[config.mk]
export PLATFORM = sky130hd
export DESIGN_NAME = lst_front
export DESIGN_NICKNAME = d
export VERILOG_FILES = /design/src/hw/rtl/lst_pkg.sv /design/src/hw/rtl/lst_front.sv
export SDC_FILE = /design/constraint.sdc
export NUM_CORES = 1
export LEC_CHECK = 0
export ABC_AREA = 1
export BUFFER_PORTS_ARGS = -buffer_cell sky130_fd_sc_hd__buf_2
export CAP_MARGIN = 15
export CORE_AREA = 3 3 81 83
export CTS_CLUSTER_DIAMETER = 100
export CTS_CLUSTER_SIZE = 10
export DETAILED_ROUTE_END_ITERATION = 8
export DIE_AREA = 0 0 84 86
export PLACE_DENSITY = 0.79
export SLEW_MARGIN = 30
export SYNTH_ARGS = -nofsm -noshare
export SYNTH_HDL_FRONTEND = slang
export SYNTH_SLANG_ARGS = --single-unit
[constraint.sdc]
create_clock -name i_clk -period 1.7 [get_ports i_clk]
set_input_delay 0.34 -clock i_clk [delete_from_list [all_inputs] [get_ports i_clk]]
set_output_delay 0.34 -clock i_clk [all_outputs]
set_load 0.05 [all_outputs]
[src/hw/rtl/lst_pkg.sv]
// Shared types and codes for the line start table lookup.
// No dependencies.
package lst_pkg;

    localparam int DEF_TABLE_DEPTH  = 4096;
    localparam int DEF_OFFSET_WIDTH = 32;
    localparam int CFG_W            = 32;
    localparam int QUEUE_DEPTH      = 2;

    localparam logic [CFG_W-1:0] CFG_MAX_RESET = {CFG_W{1'b1}};

    localparam logic [1:0] OP_APPEND = 2'd0;
    localparam logic [1:0] OP_LOOKUP = 2'd1;
    localparam logic [1:0] OP_LINE   = 2'd2;
    localparam logic [1:0] OP_VIRT   = 2'd3;

    localparam logic [1:0] ST_OK       = 2'd0;
    localparam logic [1:0] ST_RANGE    = 2'd1;
    localparam logic [1:0] ST_BAD_LINE = 2'd2;
    localparam logic [1:0] ST_FULL     = 2'd3;

    typedef struct packed {
        logic [1:0] op;
        logic       skip;
        logic [1:0] status;
    } t_ctl;

    localparam int CTL_W = $bits(t_ctl);

endpackage

[src/hw/rtl/lst_front.sv]
// Front end: accepts input words, holds the offset limit register and
// classifies lookups before they are queued. Depends on lst_pkg.
module lst_front #(
    parameter int OFFSET_WIDTH = 32
) (
    input  logic                    i_clk,
    input  logic                    i_rst_n,
    input  logic                    i_valid,
    output logic                    o_stall,
    input  logic [1:0]              i_operation,
    input  logic [OFFSET_WIDTH-1:0] i_begin_index,
    input  logic [OFFSET_WIDTH-1:0] i_end_index,
    input  logic                    i_cfg_we,
    input  logic [lst_pkg::CFG_W-1:0] i_cfg_wdata,
    input  logic                    i_q_full,
    output logic                    o_push,
    output lst_pkg::t_ctl           o_ctl
);
    import lst_pkg::*;

    localparam int CMP_W = (OFFSET_WIDTH > CFG_W) ? OFFSET_WIDTH : CFG_W;

    logic [CFG_W-1:0] r_max_index;
    logic             no_loc;
    logic             too_large;

    always_ff @(posedge i_clk) begin
        if (!i_rst_n) begin
            r_max_index <= CFG_MAX_RESET;
        end else if (i_cfg_we) begin
            r_max_index <= i_cfg_wdata;
        end
    end

    assign no_loc    = (i_begin_index == '0) && (i_end_index == '0);
    assign too_large = (CMP_W'(i_begin_index) > CMP_W'(r_max_index))
                    || (CMP_W'(i_end_index) > CMP_W'(r_max_index));

    always_comb begin
        o_ctl.op     = i_operation;
        o_ctl.skip   = no_loc || too_large;
        o_ctl.status = (too_large && !no_loc) ? ST_RANGE : ST_OK;
    end

    assign o_stall = i_q_full;
    assign o_push  = i_valid && !i_q_full;

endmodule

* Word level (Yosys, flattened, before mapping)
Cells that the tools add are included.
Word-level totals: register bits 32, input bits 103, output and inout port bits 7, word-level logic and storage cells 13
Operators by class: $lt $le $gt $ge 2, mux-type cells 1, reduce and logical (&&, ||, !) cells 9
Operator list (count):
- $gt A32 B32 Y1 | 2
- $logic_not A32 Y1 | 2
- $logic_and A1 B1 Y1 | 3
- $logic_not A1 Y1 | 2
- $logic_or A1 B1 Y1 | 2
- $mux W1 | 1

* Depth between registers and ports, before layout
Gate-level depths: netlist of run 1.
depth after elaboration 5, depth in mapped cells 15, mapped depth without buffers 15

* Worst setup path after synthesis of run 1
Ideal clock, no wire load.
path kind register to output, from reg r_max_index[23], to out o_ctl[0] in the netlist's numbering, arrival time 1.954 ns, required time 1.360 ns, slack -0.594 ns, stages on the path, launching flop included 11, path buffers 0, cells stage by stage dfxtp_1 inv_1 ha_1 nand2_2 nor2_4 nand2_2 nor3_2 nand2_1 nand2_1 nand2_1 a21oi_1
RTL lines:
- start: declaration | RTL line lst_front.sv:23 | logic [CFG_W-1:0] r_max_index;
- start signal: assignment | RTL line lst_front.sv:31 | r_max_index <= i_cfg_wdata;
- end: declaration | RTL line lst_front.sv:17 | output lst_pkg::t_ctl o_ctl

==> reports/results.ini, run 1 <==
[status]
status=finished, violations left
violations=negative setup slack

[placed_design]
portBuffers=104
hpwl_um=6760
post-place-cells=609
place_congestion=0.874

[floorplanning]
start_util=0.489
die_area_um2=7220
core_um2=5920
pin_count=110
die_x_um=84
fp.dieH_um=86
num_rows=28

[sta]
min_period_ps=2320
hold_violations=0
skew_ps=0
setup_slack_ps=-624
finalMaxSlewViolations=0
rsz0062_at_grt=yes
period_share=1.37
fmax_ghz=0.430
tns_ps=-1190
hold_ws_ps=270
finalSetupViolations=2

[final_layout]
top_regs=r_max_index x32
final_layout_size_suffix_gt1_frac=0.493
largest_register_ffs=32
n_antenna_cell=0
post-route-util=0.753
final_cell_mix=buf_2 (102), nand2_1 (94), buf_4 (38), ha_4 (33), o211ai_1 (32)
multi_input_area_um2=2550
area_growth_pct=54.2
fill_cells=449
regMostFlops=r_max_index
area.sequential_um2=661
final_common_cell=buf_2
nNetsFinal=708
final_cells=617

[worst_setup_path]
path_max_fanout=3
criticalPathCategory=flop to output pin
slowest_stage=dfxtp_2
path_cells=inv_4 > ha_4 > a21oi_2 > nor2_1 > nor3_1 > nand2_1 > a21oi_2 > nand2_1 > nand2_2 > nand3b_1 > buf_6
worstPathArrival_ps=1980
critical_path.max_stage_delay_ps=340
cp-start-kind=flop
endpoint_kind=output pin
cp.required_ps=1360

[grt]
gr-total-overflow=0
grt-busiest-layer=met2
grtUsageMet1=0.278
grt_antenna_before_repair=0
use_met3=0.0355
track_usage=0.233
grt_util_met2=0.429
grt_max_degree=65
grt_pass1_vias=3233
grt_first_pass_wirelength_um=13800

[synthesis]
netlist_area_um2=2890
synth_nets=571
ys_seq_elements=32
ys_warn_count=0
postSynthAreaPerCell_um2=7.16
netlist_instances=404
yosysTopAreaCell=ha_1
synth.area.top_cells=ha_1 (28%), dfxtp_1 (22%), nand2_1 (14%)
yosys.area.top_type_share=0.277
seq_area_frac_synth=0.221
ys_types=31

[cts]
cts_buffers=5
cts_buffer_depth=2
clock_latency_ps=280
cts_hold_buf=0
cts_root_buffer=clkbuf_8
clk_pin_slew_worst_paths_ps=70
cts_tree=done
clock-sinks=32
htreeDepth=2

[routing]
drtPass1Iterations=4
vias=3279
vias_per_cell=5.31
drt-initial-drc-count=83
ant_nets=0
drcViolationCount=0
wl_um=8940
route.detailed.wl_per_inst_um=14.5

[power_and_ir_drop]
power_density_nw_per_um2=574
cellLeakagePower_nw=2.20
peakVddDrop_uv=349

[min_path]
hold_path.class=input pin to flop

[run]
drv_cap=0

-- power by group --
part           switching [W]  total [W]  internal, W
clock               0.000287   0.000722     0.000435
sequential         0.0000236   0.000831     0.000807
combinational       0.000541    0.00101     0.000467
-- cell type report --
| cell class | instances | share of cell area |
|---|---|---|
| Timing Repair Buffer | 144 | 0.192 |
| Multi-Input combinational cell | 310 | 0.571 |
| Clock buffer | 6 | 0.0163 |
| Sequential cell | 32 | 0.148 |
| Tap cell | 75 | 0.0210 |
| Inverter | 48 | 0.0432 |
| Clock inverter | 2 | 0.00786 |
-- critical path, delay by kind of cell (launching register included) --
family | cells | cell delay, ps
buffers and inverters | 2 | 230
DFF | 1 | 340
adders and majority gates | 1 | 240
AOI/OAI and AO/OA | 2 | 230
and+or+nand+nor | 6 | 660
-- timing repair --
| action | in CTS | in global routing |
|---|---|---|
| buffers inserted | 0 | 0 |
| pin swaps | 20 | 15 |
| setup endpoints to repair | 2 | 2 |
| gates cloned | 0 | 0 |
| gates resized for setup | 51 | 38 |
-- final timing paths --
kind                   start              end  slack [ps]  cells past startpoint
max          r_max_index[29]         o_ctl[2]        -620                     11
min          i_cfg_wdata[28]  r_max_index[28]         270                      3
max reg2reg   r_max_index[9]   r_max_index[9]         960                      3
min reg2reg   r_max_index[6]   r_max_index[6]         510                      2
-- stage by stage --
stage	area, um2	total power [W]	setup WS, ps
global placement	3960	0.00165	-462
CTS	4270	0.00249	-571
global route	4460	0.00271	-725
finish	4460	0.00256	-624
floorplan	3090	0.00135	-225
detailed placement	3960	0.00169	-491
-- logic make-up after synthesis --
kind of cell	Yosys count	synth area share
AO/OA/AOI/OAI	74	0.162
other	1	0.00130
buffers and inverters	62	0.0861
AND/OR/NAND/NOR	171	0.253
adder cells (fa/ha/maj)	64	0.277
flip-flops	32	0.221
-- routing by layer --
metal,part of all wire,vias to the layer above
li1,-,1640
met1,0.41,1517
met2,0.52,105
met3,0.051,17
met4,0.019,0
met5,0,-
-- Yosys cell counts --
library cell,n
nand2_1,108
ha_1,64
inv_1,44
nor2_1,34
dfxtp_1,32
o211ai_1,32
a21oi_1,30
nor4_1,8
buf_1,5
buf_4,4
clkbuf_1,4
nand3_1,4
nand4_1,4
nand2_2,3
o21a_1,3
o21ai_0,3
o21ai_1,3
or2_1,3
clkinv_1,2
inv_2,2
nor4_2,2
a21o_1,1
a21oi_2,1
buf_2,1
conb_1,1
nand3b_1,1
nor2_4,1
nor3_1,1
nor3_2,1
o21a_2,1
or2_0,1
Note: power is estimated with default switching activity, not from simulation.
==> run 2, diff against run 1 <==
Settings changed: ABC_AREA 1 to unset, CORE_AREA 3 3 81 83 to 3 3 79 81, DIE_AREA 0 0 84 86 to 0 0 82 84.
==> run 2 against run 1 <==
Compared with the run above:
- the flow still finishes with violations (negative setup slack)
- maximum frequency is 15% lower
- critical path depth is 2 lower
- sequential share of layout area is 0.059 points higher
- critical endpoint unchanged
- die area is 4.7% lower
- highest routed layer unchanged
==> reports/results.ini, run 2 <==
[routing]
vias_per_cell=5.52  ; +3.8%
wl_um=9130  ; +2.1%
ant_nets=0  ; unchanged
route.detailed.wl_per_inst_um=16.1  ; +11%
drtPass1Iterations=4  ; unchanged
drcViolationCount=0  ; unchanged
drt-initial-drc-count=89  ; +7.2%
vias=3129  ; -4.6%

[grt]
gr-total-overflow=0  ; unchanged
grt_antenna_before_repair=0  ; unchanged
use_met3=0.0562  ; +0.0206
grtUsageMet1=0.307  ; +0.0282
grt_first_pass_wirelength_um=13700  ; -0.40%
track_usage=0.249  ; +0.0160
grt_pass1_vias=3172  ; -1.9%
grt_max_degree=64  ; -1.5%
grt_util_met2=0.417  ; -0.0114
grt-busiest-layer=met2

[worst_setup_path]
r2r-start=r_max_index[26]
slowest_stage=or4_4
cp_top_family=simple AND/OR/NAND/NOR gates
cp_num_cells=9  ; -2
path_cells=inv_1 > ha_1 > a21o_1 > nand3_1 > a21oi_1 > or4_4 > a22oi_2 > nand3b_1 > buf_6
critical_path.max_stage_delay_ps=540  ; +200 ps
path_max_fanout=2  ; -1
worstPathArrival_ps=2380  ; +400 ps
cp-start-kind=flop
endpoint_kind=output pin
cp.required_ps=1360  ; about the same
reg2regPathDepth=3  ; unchanged
cp-startpoint=r_max_index[25]
criticalPathCategory=flop to output pin
cp_num_buf_inv=2  ; unchanged

[final_layout]
regMostFlops=r_max_index
fill_cells=376  ; -16%
final_common_cell=buf_2
final_layout_size_suffix_gt1_frac=0.493  ; about the same
n_antenna_cell=0  ; unchanged
nNetsFinal=661  ; -6.6%
top_regs=r_max_index x32
final_cell_mix=buf_2 (102), buf_4 (70), ha_1 (40), nand2_1 (37), o211ai_1 (32)
final_cells=567  ; -8.1%
post-route-util=0.785  ; +0.0318
area_growth_pct=59.2
largest_register_ffs=32  ; unchanged

[min_path]
worst_hold_path.num_cells=3  ; unchanged
hold_start=i_cfg_wdata[13]
hold_path.class=input pin to flop

[synthesis]
synthArstFlopShare=0  ; unchanged
netlist_instances=326  ; -19%
ys_dominant_reg_cell=dfxtp_1
synthMostInstantiatedCell=ha_1
seq_area_frac_synth=0.235  ; +0.0131
ys_seq_elements=32  ; unchanged
yosys.area.top_type_share=0.293  ; +0.0164
synth.area.top_cells=ha_1 (29%), dfxtp_1 (23%), o211ai_1 (8.8%)
synth_nets=493  ; -14%
synth_common_cells=ha_1 (64), nand2_1 (37), inv_1 (34)
postSynthAreaPerCell_um2=8.38  ; +17%
ys_warn_count=0  ; unchanged
netlist_area_um2=2730  ; -5.6%
ys_types=30  ; -3.2%
yosysTopAreaCell=ha_1
synth-edff-count=0  ; unchanged

[floorplanning]
fp.dieH_um=84  ; -2.3%
die_x_um=82  ; -2.4%
num_rows=27  ; -3.6%
start_util=0.493  ; +0.00441
die_area_um2=6890  ; -4.7%
pin_count=110  ; unchanged
core_um2=5540  ; -6.4%

[cts]
cts_root_buffer=clkbuf_8
clock-sinks=32  ; unchanged
clk_pin_slew_worst_paths_ps=80  ; about the same
cts_hold_buf=0  ; unchanged
cts_tree=done
cts_buffer_depth=2  ; unchanged
clock_latency_ps=300  ; +20 ps
cts_buffers=5  ; unchanged
htreeDepth=2  ; unchanged

[placed_design]
place_congestion=0.869  ; -0.55%
post-place-cells=554  ; -9.0%
hpwl_um=6600  ; -2.3%
dpl_worst_slack_ps=-895  ; -404 ps
portBuffers=104  ; unchanged

[sta]
slew_headroom=0.580
finalSetupViolations=2  ; unchanged
skew_ps=0  ; unchanged
period_share=1.60  ; +0.234
tns_ps=-2020  ; -825 ps
setup_slack_ps=-1020  ; -398 ps
hold_ws_ps=249  ; -21.5 ps
finalMaxSlewViolations=0  ; unchanged
rsz0062_at_grt=yes
fmax_ghz=0.367  ; -15%
min_period_ps=2720  ; +398 ps
hold_violations=0  ; unchanged
worst_slew_pin_slew_ps=631

[run]
drv_cap=0  ; unchanged

[power_and_ir_drop]
cellLeakagePower_nw=2.18  ; -1.1%
peakVddDrop_uv=363  ; +4.1%
power_density_nw_per_um2=587  ; +2.3%

[status]
status=finished, violations left
violations=negative setup slack

[run 2: logic make-up after synthesis]
| kind of cell | synth area share |
|---|---|
| other cells | 0.00137 |
| simple gates | 0.191 |
| flops | 0.235 |
| compound gates | 0.204 |
| fa+ha+maj | 0.293 |
| mux | 0.00366 |
| buf+inv | 0.0715 |
[run 2: what timing repair did]
item	in CTS	in global routing
pin swaps	16	13
resized for setup	36	22
setup buffers	4	2
setup endpoints to repair	2	2
gates cloned	0	0
[run 2: report_power, final]
group	internal [W]	leakage, nW	switching [W]
clock	0.000434	0.0541	0.000331
combinational	0.000476	1.86	0.000489
sequential	0.000803	0.266	0.0000200
[run 2: cell type report]
class,count,area [um2],share of cell area
Multi-Input combinational cell,246,2290,0.526
Timing Repair Buffer,175,1080,0.248
Sequential cell,32,647,0.149
Inverter,34,133,0.0305
Tap cell,72,90.1,0.0207
Clock buffer,5,68.8,0.0158
Clock inverter,3,42.5,0.00978
[run 2: final timing paths]
path         slack, ps         endpoint
max              -1020         o_ctl[2]
max reg2reg        830  r_max_index[26]
min reg2reg        520  r_max_index[12]
min                250  r_max_index[13]
[run 2: metrics by stage]
stage	power [W]	area [um2]
floorplan	0.00128	2810
global route	0.00269	4350
finish	0.00255	4350
CTS	0.00249	4190
detailed placement	0.00165	3860
global placement	0.00161	3860
[run 2: tightest hold or removal path: cells and delay by family]
family | cells | cell delay (ps)
buffers and inverters | 1 | 70
and+or+nand+nor | 1 | 40
AOI/OAI and AO/OA | 1 | 60
[run 2: layer usage]
metal | share of wire | vias up
li1 | - | 1573
met1 | 0.42 | 1426
met2 | 0.49 | 113
met3 | 0.070 | 17
met4 | 0.019 | 0
met5 | 0 | -
