$ cat src/hw/rtl/lst_pkg.sv
// Shared types and codes for the line start table lookup.
// No dependencies.
package lst_pkg;

    localparam int DEF_TABLE_DEPTH  = 4096;
    localparam int DEF_OFFSET_WIDTH = 32;
    localparam int CFG_W            = 32;
    localparam int QUEUE_DEPTH      = 2;

    localparam logic [CFG_W-1:0] CFG_MAX_RESET = {CFG_W{1'b1}};

    localparam logic [1:0] OP_APPEND = 2'd0;
    localparam logic [1:0] OP_LOOKUP = 2'd1;
    localparam logic [1:0] OP_LINE   = 2'd2;
    localparam logic [1:0] OP_VIRT   = 2'd3;

    localparam logic [1:0] ST_OK       = 2'd0;
    localparam logic [1:0] ST_RANGE    = 2'd1;
    localparam logic [1:0] ST_BAD_LINE = 2'd2;
    localparam logic [1:0] ST_FULL     = 2'd3;

    typedef struct packed {
        logic [1:0] op;
        logic       skip;
        logic [1:0] status;
    } t_ctl;

    localparam int CTL_W = $bits(t_ctl);

endpackage

$ cat src/hw/rtl/lst_queue.sv
// Short queue between front and back end.
// Depends on lst_pkg for its default depth.
module lst_queue #(
    parameter int WIDTH = 8,
    parameter int DEPTH = lst_pkg::QUEUE_DEPTH
) (
    input  logic             i_clk,
    input  logic             i_rst_n,
    input  logic             i_push,
    input  logic [WIDTH-1:0] i_word,
    output logic             o_full,
    output logic             o_valid,
    input  logic             i_pop,
    output logic [WIDTH-1:0] o_word
);
    import lst_pkg::*;

    localparam int PTR_W = (DEPTH > 1) ? $clog2(DEPTH) : 1;
    localparam int CNT_W = $clog2(DEPTH + 1);

    logic [WIDTH-1:0] r_slot [DEPTH];
    logic [PTR_W-1:0] r_wr_ptr, n_wr_ptr;
    logic [PTR_W-1:0] r_rd_ptr, n_rd_ptr;
    logic [CNT_W-1:0] r_cnt, n_cnt;
    logic             do_push;
    logic             do_pop;

    assign o_full  = (r_cnt == CNT_W'(DEPTH));
    assign o_valid = (r_cnt != '0);
    assign o_word  = r_slot[r_rd_ptr];
    assign do_push = i_push && !o_full;
    assign do_pop  = i_pop && o_valid;

    always_comb begin
        n_wr_ptr = r_wr_ptr;
        n_rd_ptr = r_rd_ptr;
        n_cnt    = r_cnt;
        if (do_push) begin
            n_wr_ptr = (r_wr_ptr == PTR_W'(DEPTH - 1)) ? '0 : r_wr_ptr + PTR_W'(1);
        end
        if (do_pop) begin
            n_rd_ptr = (r_rd_ptr == PTR_W'(DEPTH - 1)) ? '0 : r_rd_ptr + PTR_W'(1);
        end
        if (do_push && !do_pop) begin
            n_cnt = r_cnt + CNT_W'(1);
        end else if (do_pop && !do_push) begin
            n_cnt = r_cnt - CNT_W'(1);
        end
    end

    always_ff @(posedge i_clk) begin
        if (!i_rst_n) begin
            r_wr_ptr <= '0;
            r_rd_ptr <= '0;
            r_cnt    <= '0;
        end else begin
            r_wr_ptr <= n_wr_ptr;
            r_rd_ptr <= n_rd_ptr;
            r_cnt    <= n_cnt;
        end
    end

    always_ff @(posedge i_clk) begin
        if (do_push) begin
            r_slot[r_wr_ptr] <= i_word;
        end
    end

endmodule

$ cat config.mk
export PLATFORM = sky130hd
export DESIGN_NAME = lst_queue
export DESIGN_NICKNAME = d
export VERILOG_FILES = /design/src/hw/rtl/lst_pkg.sv /design/src/hw/rtl/lst_queue.sv
export SDC_FILE = /design/constraint.sdc
export NUM_CORES = 1
export LEC_CHECK = 0
export BUFFER_PORTS_ARGS = -buffer_cell sky130_fd_sc_hd__buf_2
export CORE_AREA = 2 2 44 46
export CTS_CLUSTER_SIZE = 40
export DETAILED_ROUTE_END_ITERATION = 8
export DIE_AREA = 0 0 46 48
export PLACE_DENSITY = 0.73
export REMOVE_ABC_BUFFERS = 1
export SLEW_MARGIN = 5
export SYNTH_ARGS = -nofsm -noshare
export SYNTH_HDL_FRONTEND = slang
export SYNTH_SLANG_ARGS = --single-unit
$ cat constraint.sdc
create_clock -name i_clk -period 1.8 [get_ports i_clk]
set_clock_uncertainty 0.1 [all_clocks]
set_input_delay 0 -clock i_clk [delete_from_list [all_inputs] [get_ports i_clk]]
set_output_delay 0 -clock i_clk [all_outputs]
set_load 0.01 [all_outputs]
After elaboration in Yosys (flattened, before gate mapping)
Memories as Yosys holds them, arrays and structs flattened. A register that Yosys moved wholly into a read port is not among the register bits. Index checks and enable logic that the tools add are counted.

$add $sub $neg: 4. $mul: 0. Div/mod/pow operators: 0. $lt $le $gt $ge: 0. Equal/unequal tests: 1. Shift operators: 0. Multiplexer cells: 8. Bitwise operators: 0. Reduce and logical (&&, ||, !) cells: 9.

Operators with widths (count): 2-to-1 mux 1 bit (6); logical AND 1 bit (4); 2-to-1 mux 2 bit (2); nonzero test 2 bit (2); logical NOT 1 bit (3); adder 1 bit (second input constant) (2); adder 2 x 1 -> 2 bit (second input constant) (1); == test 2 bit (second input constant) (1); subtractor 2 x 1 -> 2 bit (second input constant) (1).

Bits in registers: 4. Latch bits: 0. Memory bits (writable): 16. ROM bits: 0. Bits of input ports: 12. Logic and storage cells: 26. Memories kept: 1.

Memory list: r_slot (words 2, bits a word 8, rd ports 1, clocked after Yosys merged registers in 1, wr ports 1, line lst_queue.sv:21) `logic [WIDTH-1:0] r_slot [DEPTH];`.

Longest topological paths before layout
Gate-level depths: netlist of the first run.

Depth in word-level cells: 7. Depth in mapped cells: 7.

Least setup slack after synthesis of the first run
Ideal clock, no wire load.

Path type: flip-flop to flip-flop. Start: register r_cnt[0]. End: register r_cnt[1]. Setup time: 0.070 ns. Data arrival time: 1.454 ns. Slack: 0.176 ns. Cell stages (with the launch flop): 7. Cell sequence: dfxtp_1 > nand2b_1 > inv_1 > nor2_1 > ha_1 > or3_1 > a21oi_1.

Cells in the longest elaborated chain, start to end: 6. Elaborated cells between the ends (all ways): 14. Classes of those cells: 2 x add/sub; 1 x eq/ne; 2 x mux; 9 x reduce/logical.

Ends and longest elaborated chain: start, declared (line lst_queue.sv:24) `logic [CNT_W-1:0] r_cnt, n_cnt;`; start signal, assigned (line lst_queue.sv:59) `r_cnt <= n_cnt;`; == test 2 bit * (line lst_queue.sv:28) `assign o_full = (r_cnt == CNT_W'(DEPTH));`; named net o_full (line lst_queue.sv:11) `output logic o_full,`; logical NOT 1 bit * (line lst_queue.sv:31) `assign do_push = i_push && !o_full;`; logical AND 1 bit * (line lst_queue.sv:31); logical NOT 1 bit (line lst_queue.sv:46) `end else if (do_pop && !do_push) begin`; logical AND 1 bit (line lst_queue.sv:46); nonzero test 2 bit (no line).

The timed path passes the listed nets; every way through them passes the cells marked *. The select of a mux whose other input is x is not followed. A chain may end at the register's enable or synchronous reset.

Final worst setup path of the first run
Start: register r_cnt[0]. End: register r_wr_ptr.

Cells in the longest elaborated chain, start to end: 3.

Ends and longest elaborated chain: == test 2 bit (line lst_queue.sv:28); logical NOT 1 bit (line lst_queue.sv:31); logical AND 1 bit (line lst_queue.sv:31); end signal, assigned (line lst_queue.sv:57) `r_wr_ptr <= n_wr_ptr;`; end, declared (line lst_queue.sv:22) `logic [PTR_W-1:0] r_wr_ptr, n_wr_ptr;`.

Every way passes these cells.

==> flow_summary.json, run 1 <==
{
  "status": "completed",
  "htreeDepth": 1,
  "ys_async_sr_fraction_pct": 0,
  "synth-simple-area-share_pct": 6.21,
  "cts_buffers": 3,
  "finalPower_w": 0.00132,
  "hold_class": "in -> reg",
  "slew_viol_final": 0,
  "synth_compound_area_share_pct": 3.73,
  "nets": 101,
  "dr.pass1.iters": 2,
  "wirelength_um": 1270,
  "synth_mux_area_share_pct": 11.2,
  "arrival_ps": 1810,
  "yosysWarnings": 0,
  "die_y_um": 48,
  "crit_start": "r_cnt[0]",
  "gr-usage-all-layers_pct": 12.9,
  "core_area_um2": 1690,
  "multi_input_area_um2": 209,
  "cts_buffer_depth": 2,
  "ys_ff_latch": 21,
  "overflow": 0,
  "vias": 513,
  "antenna_found_initial": 0,
  "ys_types": 17,
  "synthXorXnorAreaFrac_pct": 3.26,
  "max_freq_mhz": 579,
  "tightest_slew_ps": 404,
  "final_core_util_pct": 63.3,
  "rows": 15,
  "crit_path_start_kind": "flop",
  "grt_pass1_vias": 477,
  "diodes": 0,
  "post-synth-top-count-cell": "edfxtp_1",
  "drv_cap": 0,
  "clk_latency_ps": 280,
  "fill_cells": 147,
  "setup_tns_ps": 0,
  "die_area_um2": 2210,
  "initial_utilization_pct": 47.7,
  "critPathCaptureType": "flop",
  "first_iter_violations": 7,
  "cts_tree": "built",
  "place_hpwl_um": 892,
  "slew_headroom_pct": 73.1,
  "gp_congestion": 0.683,
  "period_needed_ps": 1730,
  "clock-root-buffer": "clkbuf_4",
  "ys_seq_area_share_pct": 72.0,
  "post_cts_buffers": 0,
  "hold_depth": 4,
  "grt_pass1_wl_um": 1910,
  "p_per_area_nw_per_um2": 1240,
  "io_pins": 22,
  "final_layout_size_suffix_gt1_share_pct": 43.7,
  "area_growth_pct": 32.8,
  "netlist_instances": 51,
  "syn_area_per_cell_um2": 15.8,
  "post_drt_wl_per_cell_um": 12.2,
  "rsz0062_at_grt": "no",
  "ir_drop_mv": 0.924,
  "synth-edff-count": 16,
  "path_class": "reg -> reg",
  "avgViaCountPerCell": 4.93,
  "r2r_cells": 6,
  "critPathRequiredTime_ps": 1880,
  "seqCellArea_um2": 582,
  "synth_top_area_cell": "edfxtp_1",
  "clock_sinks": 21,
  "fin_crit_sh_pct": 96.0,
  "clk_pin_slew_ps": 100,
  "portBuffers": 21,
  "synth_adder_area_share_pct": 1.55,
  "yosys-top-cells-count": "edfxtp_1 (16), mux2_2 (8), dfxtp_1 (5)",
  "synth_top_family_by_area": "multiplexers",
  "ys_top_cells_by_area": "edfxtp_1 (60%), dfxtp_1 (12%), mux2_2 (11%)",
  "worstReg2RegEnd": "r_wr_ptr",
  "hold_path.startpoint": "i_pop",
  "synth_top_area_share_pct": 59.6,
  "syn-cell-area_um2": 806,
  "drc": 0,
  "reg2reg_from": "r_cnt[0]",
  "die_x_um": 46,
  "reg2reg_slack_ps": 70,
  "grt_max_degree": 12,
  "p_leak_nw": 0.444,
  "crit_fanout": 5,
  "ant_nets": 0,
  "hold_viol_final": 0,
  "ys.flop_type": "edfxtp_1",
  "setup_violations": 0
}
==> flip-flops by register name, summed over array words and instances (netlist names), named ones only <==
name	flops
r_wr_ptr	1
r_cnt	2
r_rd_ptr	1
r_slot	16
==> what timing repair did <==
item | in CTS | in global routing
hold buffers | 10 | 0
endpoints found under the hold margin | 21 | 0
resized for setup | 0 | 2
endpoints found under the setup margin | 0 | 1
==> where the power goes <==
| part | switching, W | leakage (nW) | internal (W) |
|---|---|---|---|
| registers | 0.0000625 | 0.191 | 0.000620 |
| logic | 0.000201 | 0.238 | 0.000230 |
| clock network | 0.000121 | 0.0150 | 0.0000860 |
==> layer usage <==
layer  GRT usage [%]  vias up  share of wire (%)
met5               0        -                  0
met4            6.86        0                1.1
met3            3.40        2                4.9
met2            22.8       16                 52
met1            14.1      239                 41
li1                -      256                  -
==> cell usage in the layout (no fill, tap or decap), types with 2 or more instances in the layout <==
master         netlist  final
xor2_1               3      3
inv_1                3      2
edfxtp_1            16     16
buf_2                1     21
mux2_2               8      8
nor2_1               4      4
o21ai_0              2      2
clkbuf_4             0      3
dfxtp_1              5      4
dlygate4sd3_1        0     10
buf_4                0      2
==> stage by stage <==
step	instances	worst slack (ps)	cell area [µm²]	hold WS, ps
floorplan	50	176	801	-1.13
global placement	90	206	942	88.5
detailed placement	90	146	942	92.1
CTS	104	40.4	1070	28.1
global route	104	2.99	1070	61.4
finish	104	72.4	1070	24.7
==> worst max-delay path by stage <==
stage | to | slack [ps] | cells past startpoint
final | r_wr_ptr | 70 | 6
after global routing | r_wr_ptr | 3 | 6
after detailed placement | r_cnt[1] | 150 | 6
after floorplan | r_cnt[1] | 180 | 6
after CTS | r_wr_ptr | 40 | 6
after global placement | r_cnt[1] | 210 | 6
==> critical path: stages (launching register included) <==
cell and delay [ps]:
dfxtp_2 360, nand2b_1 180, inv_2 80, nor3_2 40, buf_4 150, o21a_1 170
dlygate4sd3_1 540
==> kinds of logic after synthesis <==
| kind of cell | count (synthesis) |
|---|---|
| adders and majority gates | 1 |
| DFF | 21 |
| muxes | 8 |
| and+or+nand+nor | 9 |
| xor gates and xnor gates | 3 |
| buffers and inverters | 4 |
| AOI/OAI and AO/OA | 5 |
==> area by class of cell <==
cell class | instances | share of cell area [%]
multi-input combinational | 26 | 19.5
tap | 17 | 1.99
timing repair buffer | 33 | 20.6
sequential | 21 | 54.4
inverter | 3 | 1.05
clock buffer | 4 | 2.46
(Power assumes the default switching activity.)
==> inputs of run 2 (changes only) <==
--- a/config.mk
+++ b/config.mk
@@ -10,6 +10,7 @@
 export CTS_CLUSTER_SIZE = 40
 export DETAILED_ROUTE_END_ITERATION = 8
 export DIE_AREA = 0 0 46 48
+export GPL_TIMING_DRIVEN = 0
 export PLACE_DENSITY = 0.73
 export REMOVE_ABC_BUFFERS = 1
 export SLEW_MARGIN = 5
==> run 2 against run 1 <==
Effect of this change: routed wire length down 0.87%; clock-buffer cell count fell by 1; sequential share of layout area increased by 0.71 points; core utilization shrank 0.81 points; global-route usage shrank 0.19 points; combinational power is 6.5% lower; worst setup slack better by 41 ps; total power down 1.3%; sequential power hardly changed; highest routed layer unchanged.
==> flow_summary.json, run 2 (synthesized netlist as in run 1, its figures left out) <==
{
  "status": "completed",
  "wirelength_um": 1260,
  "initial_utilization_pct": 47.7,
  "avgViaCountPerCell": 4.91,
  "hold_depth": 4,
  "diodes": 0,
  "crit_fanout": 5,
  "dr.pass1.iters": 3,
  "top_regs": "r_slot: 16 flops, r_cnt: 2 flops",
  "place_hpwl_um": 912,
  "core_area_um2": 1690,
  "clock_sinks": 21,
  "first_iter_violations": 3,
  "rsz0062_at_grt": "no",
  "slowest_stage": "or3_1",
  "gp_congestion": 0.624,
  "reg2reg_slack_ps": 110,
  "setup_violations": 0,
  "max_freq_mhz": 593,
  "slew_viol_final": 0,
  "rows": 15,
  "post-place-cells": 88,
  "cts_tree": "built",
  "post_drt_wl_per_cell_um": 12.3,
  "mostFrequentLayoutCells": "buf_2 (21), edfxtp_1 (16), dlygate4sd3_1 (10), mux2_2 (8)",
  "finalPower_w": 0.00130,
  "critPathTopFamily": "simple AND/OR/NAND/NOR gates",
  "drc": 0,
  "area_growth_pct": 31.1,
  "endpoint": "r_cnt[1]",
  "path_class": "reg -> reg",
  "slew_headroom_pct": 55.5,
  "io_pins": 22,
  "cts_buffers": 3,
  "crit_start": "r_cnt[0]",
  "clock-root-buffer": "clkbuf_4",
  "arrival_ps": 1820,
  "nets": 99,
  "period_needed_ps": 1690,
  "htreeDepth": 1,
  "cp_num_cells": 6,
  "grt_max_degree": 13,
  "die_y_um": 48,
  "grt_pass1_wl_um": 1890,
  "portBuffers": 21,
  "ant_nets": 0,
  "crit_buf_inv": 1,
  "critPathCaptureType": "flop",
  "hold_class": "in -> reg",
  "tightest_slew_ps": 664,
  "critPathRequiredTime_ps": 1940,
  "worstReg2RegEnd": "r_cnt[1]",
  "largest_register_ffs": 16,
  "final_cell_count_no_fill": 102,
  "whs_ps": 44.6,
  "final_area_um2": 1060,
  "fin_crit_sh_pct": 93.7,
  "drv_cap": 0,
  "p_per_area_nw_per_um2": 1230,
  "die_area_um2": 2210,
  "placed_area_um2": 927,
  "clk_latency_ps": 300,
  "gr-usage-all-layers_pct": 12.7,
  "cts_buffer_depth": 2,
  "final_common_cell": "buf_2",
  "die_x_um": 46,
  "p_leak_nw": 0.437,
  "vias": 501,
  "critPathMaxStageDelay_ps": 380,
  "grt_pass1_vias": 482,
  "clk_pin_slew_ps": 110,
  "r2r_cells": 6,
  "final_layout_size_suffix_gt1_share_pct": 42.4,
  "crit_path_start_kind": "flop",
  "setup_tns_ps": 0,
  "antenna_found_initial": 0,
  "ir_drop_mv": 0.967,
  "reg2reg_from": "r_cnt[0]",
  "path_cells": "nand2b_1 -> inv_1 -> nor2_1 -> ha_1 -> or3_1 -> a21oi_1",
  "overflow": 0,
  "hold_viol_final": 0,
  "top_register": "r_slot"
}
-- run 2: cell count changes in the layout (fill, tap and decap cells not counted), sizes merged --
cell    delta
clkbuf     -1
clkinv     +1
buf        -2
-- run 2: metrics by stage --
| stage | setup WS [ps] | utilization [%] |
|---|---|---|
| 3_5_place_dp | 73.9 | 54.9 |
| 4_1_cts | 54.4 | 62.4 |
| 2_1_floorplan | 176 | - |
| 6_report | 114 | 62.5 |
| 3_3_place_gp | 144 | 54.9 |
| 5_1_grt | 13.6 | 62.5 |
-- run 2: worst min path at each step --
stage | startpoint | endpoint | slack (ps)
6_report | i_pop | flop | 40
5_1_grt | i_pop | r_rd_ptr | 70
4_1_cts | i_pop | flop | 30
3_5_place_dp | i_word[1] | r_slot[1][1] | 100
3_3_place_gp | i_word[1] | r_slot[0][1] | 90
2_1_floorplan | i_word[0] | r_slot[0][0] | -1
-- run 2: power by group --
group | total (W) | internal (W) | switching, W | leakage [nW]
Clock | 0.000216 | 0.0000828 | 0.000134 | 0.0177
Combinational | 0.000403 | 0.000211 | 0.000193 | 0.228
Sequential | 0.000684 | 0.000621 | 0.0000634 | 0.191
-- run 2: metal layers --
metal | track usage [%] | part of all wire (%) | up-vias
met1 | 14.2 | 43 | 226
met2 | 21.9 | 50 | 16
met5 | 0 | 0 | -
met4 | 8.57 | 1.9 | 0
li1 | - | - | 255
met3 | 2.26 | 5.0 | 4
-- run 2: timing repair --
action	4_1_cts	5_1_grt
setup buffers	0	0
endpoints found under the hold margin	21	0
endpoints found under the setup margin	0	5
hold buffers	10	0
resized for setup	0	1
-- run 2: layout make-up --
type / count / area [µm²]
Clock buffer: 3 / 22.5
Sequential cell: 21 / 582
Tap cell: 17 / 21.3
Clock inverter: 1 / 5.00
Fill cell: 144 / 633
Timing Repair Buffer: 31 / 205
Multi-Input combinational cell: 26 / 209
Inverter: 3 / 11.3
-- run 2: worst register-to-register path: cells and delay by family, from the launching register on --
family	cells	cell delay (ps)
AO/OA/AOI/OAI	1	140
adder cells (fa/ha/maj)	1	300
buffers and inverters	1	110
flip-flops	1	360
AND/OR/NAND/NOR	3	610
==> inputs of run 3 (changes only) <==
--- a/config.mk
+++ b/config.mk
@@ -11,8 +11,8 @@
 export DETAILED_ROUTE_END_ITERATION = 8
 export DIE_AREA = 0 0 46 48
 export GPL_TIMING_DRIVEN = 0
+export MAX_ROUTING_LAYER = met4
 export PLACE_DENSITY = 0.73
-export REMOVE_ABC_BUFFERS = 1
 export SLEW_MARGIN = 5
 export SYNTH_ARGS = -nofsm -noshare
 export SYNTH_HDL_FRONTEND = slang
==> run 3 against run 2 <==
Effect of this change: core utilization rose by 0.44 points; maximum frequency grew 0.69%; first-iteration DRC count did not move; sequential share of layout area shrank 0.39 points; die area unchanged; via count decreased by 0.20%; cell count up 0.98%; non-clock buffer count up 1; sequential power is 3.5% lower; largest power group unchanged.
==> flow_summary.json, run 3 (synthesized netlist as in run 1, its figures left out) <==
{
  "status": "completed",
  "avgViaCountPerCell": 4.85,
  "cp_num_cells": 6,
  "p_leak_nw": 0.438,
  "path_class": "reg -> reg",
  "die_area_um2": 2210,
  "max_freq_mhz": 597,
  "die_x_um": 46,
  "whs_ps": 28.2,
  "reg2reg_slack_ps": 130,
  "setup_violations": 0,
  "rsz0062_at_grt": "no",
  "grt_max_degree": 14,
  "slew_viol_final": 0,
  "clock-root-buffer": "clkbuf_4",
  "antenna_found_initial": 0,
  "critPathTopFamily": "simple AND/OR/NAND/NOR gates",
  "ant_nets": 0,
  "vias": 500,
  "area_growth_pct": 32.0,
  "grt_pass1_vias": 479,
  "p_per_area_nw_per_um2": 1240,
  "largest_register_ffs": 16,
  "critPathMaxStageDelay_ps": 370,
  "mostFrequentLayoutCells": "buf_2 (22), edfxtp_1 (16), dlygate4sd3_1 (10), mux2_2 (8)",
  "ir_drop_mv": 0.815,
  "drv_cap": 0,
  "hold_viol_final": 0,
  "clock_sinks": 21,
  "htreeDepth": 1,
  "nets": 100,
  "crit_path_start_kind": "flop",
  "slowest_stage": "or3_1",
  "hold_class": "in -> reg",
  "final_common_cell": "buf_2",
  "portBuffers": 21,
  "dr.pass1.iters": 4,
  "clk_latency_ps": 300,
  "cts_buffers": 3,
  "final_layout_size_suffix_gt1_share_pct": 43.0,
  "core_area_um2": 1690,
  "drc": 0,
  "fin_crit_sh_pct": 93.0,
  "post_drt_wl_per_cell_um": 12.9,
  "worstReg2RegEnd": "r_cnt[1]",
  "period_needed_ps": 1670,
  "overflow": 0,
  "first_iter_violations": 3,
  "reg2reg_from": "r_cnt[0]",
  "place_hpwl_um": 914,
  "arrival_ps": 1820,
  "clk_pin_slew_ps": 120,
  "initial_utilization_pct": 47.7,
  "cts_tree": "built",
  "tightest_slew_ps": 686,
  "r2r_cells": 6,
  "crit_fanout": 5,
  "rows": 15,
  "gr-usage-all-layers_pct": 13.8,
  "fill_cells": 141,
  "critPathCaptureType": "flop",
  "syn-num-nets": 64,
  "critPathRequiredTime_ps": 1940,
  "grt_pass1_wl_um": 1940,
  "gp_congestion": 0.620,
  "final_area_um2": 1060,
  "die_y_um": 48,
  "endpoint": "r_cnt[1]",
  "placed_area_um2": 932,
  "post_cts_buffers": 0,
  "wirelength_um": 1330,
  "top_regs": "r_slot: 16 flops, r_cnt: 2 flops",
  "crit_buf_inv": 1,
  "io_pins": 22,
  "dp_slack_ps": 111,
  "crit_start": "r_cnt[0]",
  "top_register": "r_slot",
  "worst_slack_ps": 125,
  "path_cells": "nand2b_1 -> inv_1 -> nor2_1 -> ha_1 -> or3_1 -> a21oi_1",
  "cts_buffer_depth": 2,
  "setup_tns_ps": 0,
  "slew_headroom_pct": 54.0,
  "final_core_util_pct": 63.0,
  "diodes": 0
}
[run 3: cell types whose count changed in the layout (fill, tap and decap cells not counted), sizes merged]
cell / previous run / this run
buf: 21 / 22
clkinv: 1 / 0
clkinvlp: 0 / 1
[run 3: what timing repair did]
action                     CTS  global route
setup endpoints to repair    0             1
hold buffers                10             0
resized for setup            0             1
hold endpoints to repair    21             0
[run 3: layer usage]
metal | vias to the layer above | wire length, µm | share of wire [%] | GRT usage [%]
met5 | - | 0 | 0 | -
met4 | 0 | 20 | 1.5 | 6.86
met3 | 2 | 59 | 4.4 | 2.26
met2 | 16 | 744 | 56 | 25.3
met1 | 229 | 504 | 38 | 14.1
li1 | 253 | - | - | -
[run 3: layout make-up]
class / instances / area [µm²] / area share [%]
Sequential cell: 21 / 582 / 54.7
Timing Repair Buffer: 31 / 205 / 19.3
Tap cell: 17 / 21.3 / 2.00
Inverter: 3 / 11.3 / 1.06
Clock buffer: 3 / 22.5 / 2.12
Buffer: 1 / 5.00 / 0.471
Clock inverter: 1 / 7.51 / 0.706
Multi-Input combinational cell: 26 / 209 / 19.6
[run 3: how the worst min path moves through the flow]
stage              start      endpoint  slack [ps]  cells past startpoint
2_1_floorplan  i_word[0]  r_slot[0][0]          -1                      0
3_3_place_gp   i_word[0]  r_slot[0][0]          90                      1
3_5_place_dp   i_word[7]  r_slot[1][7]          90                      1
4_1_cts            i_pop      r_rd_ptr          20                      4
5_1_grt            i_pop          flop          90                      4
6_report           i_pop      r_rd_ptr          30                      4
[run 3: tightest hold or removal path, cell delays in order]
cell and delay [ps]:
buf_2 100, o21ai_0 120, xor2_1 100, nor2_1 70
[run 3: metrics by stage]
stage,std cells,total power [W]
global placement,89,0.00108
CTS,103,0.00134
floorplan,51,0.000955
finish,103,0.00132
detailed placement,89,0.00110
global route,103,0.00141
[run 3: power by group]
part | switching (W) | total (W) | internal, W
logic | 0.000219 | 0.000436 | 0.000217
registers | 0.0000390 | 0.000660 | 0.000621
clock network | 0.000141 | 0.000226 | 0.0000846
total | 0.000399 | 0.00132 | 0.000922
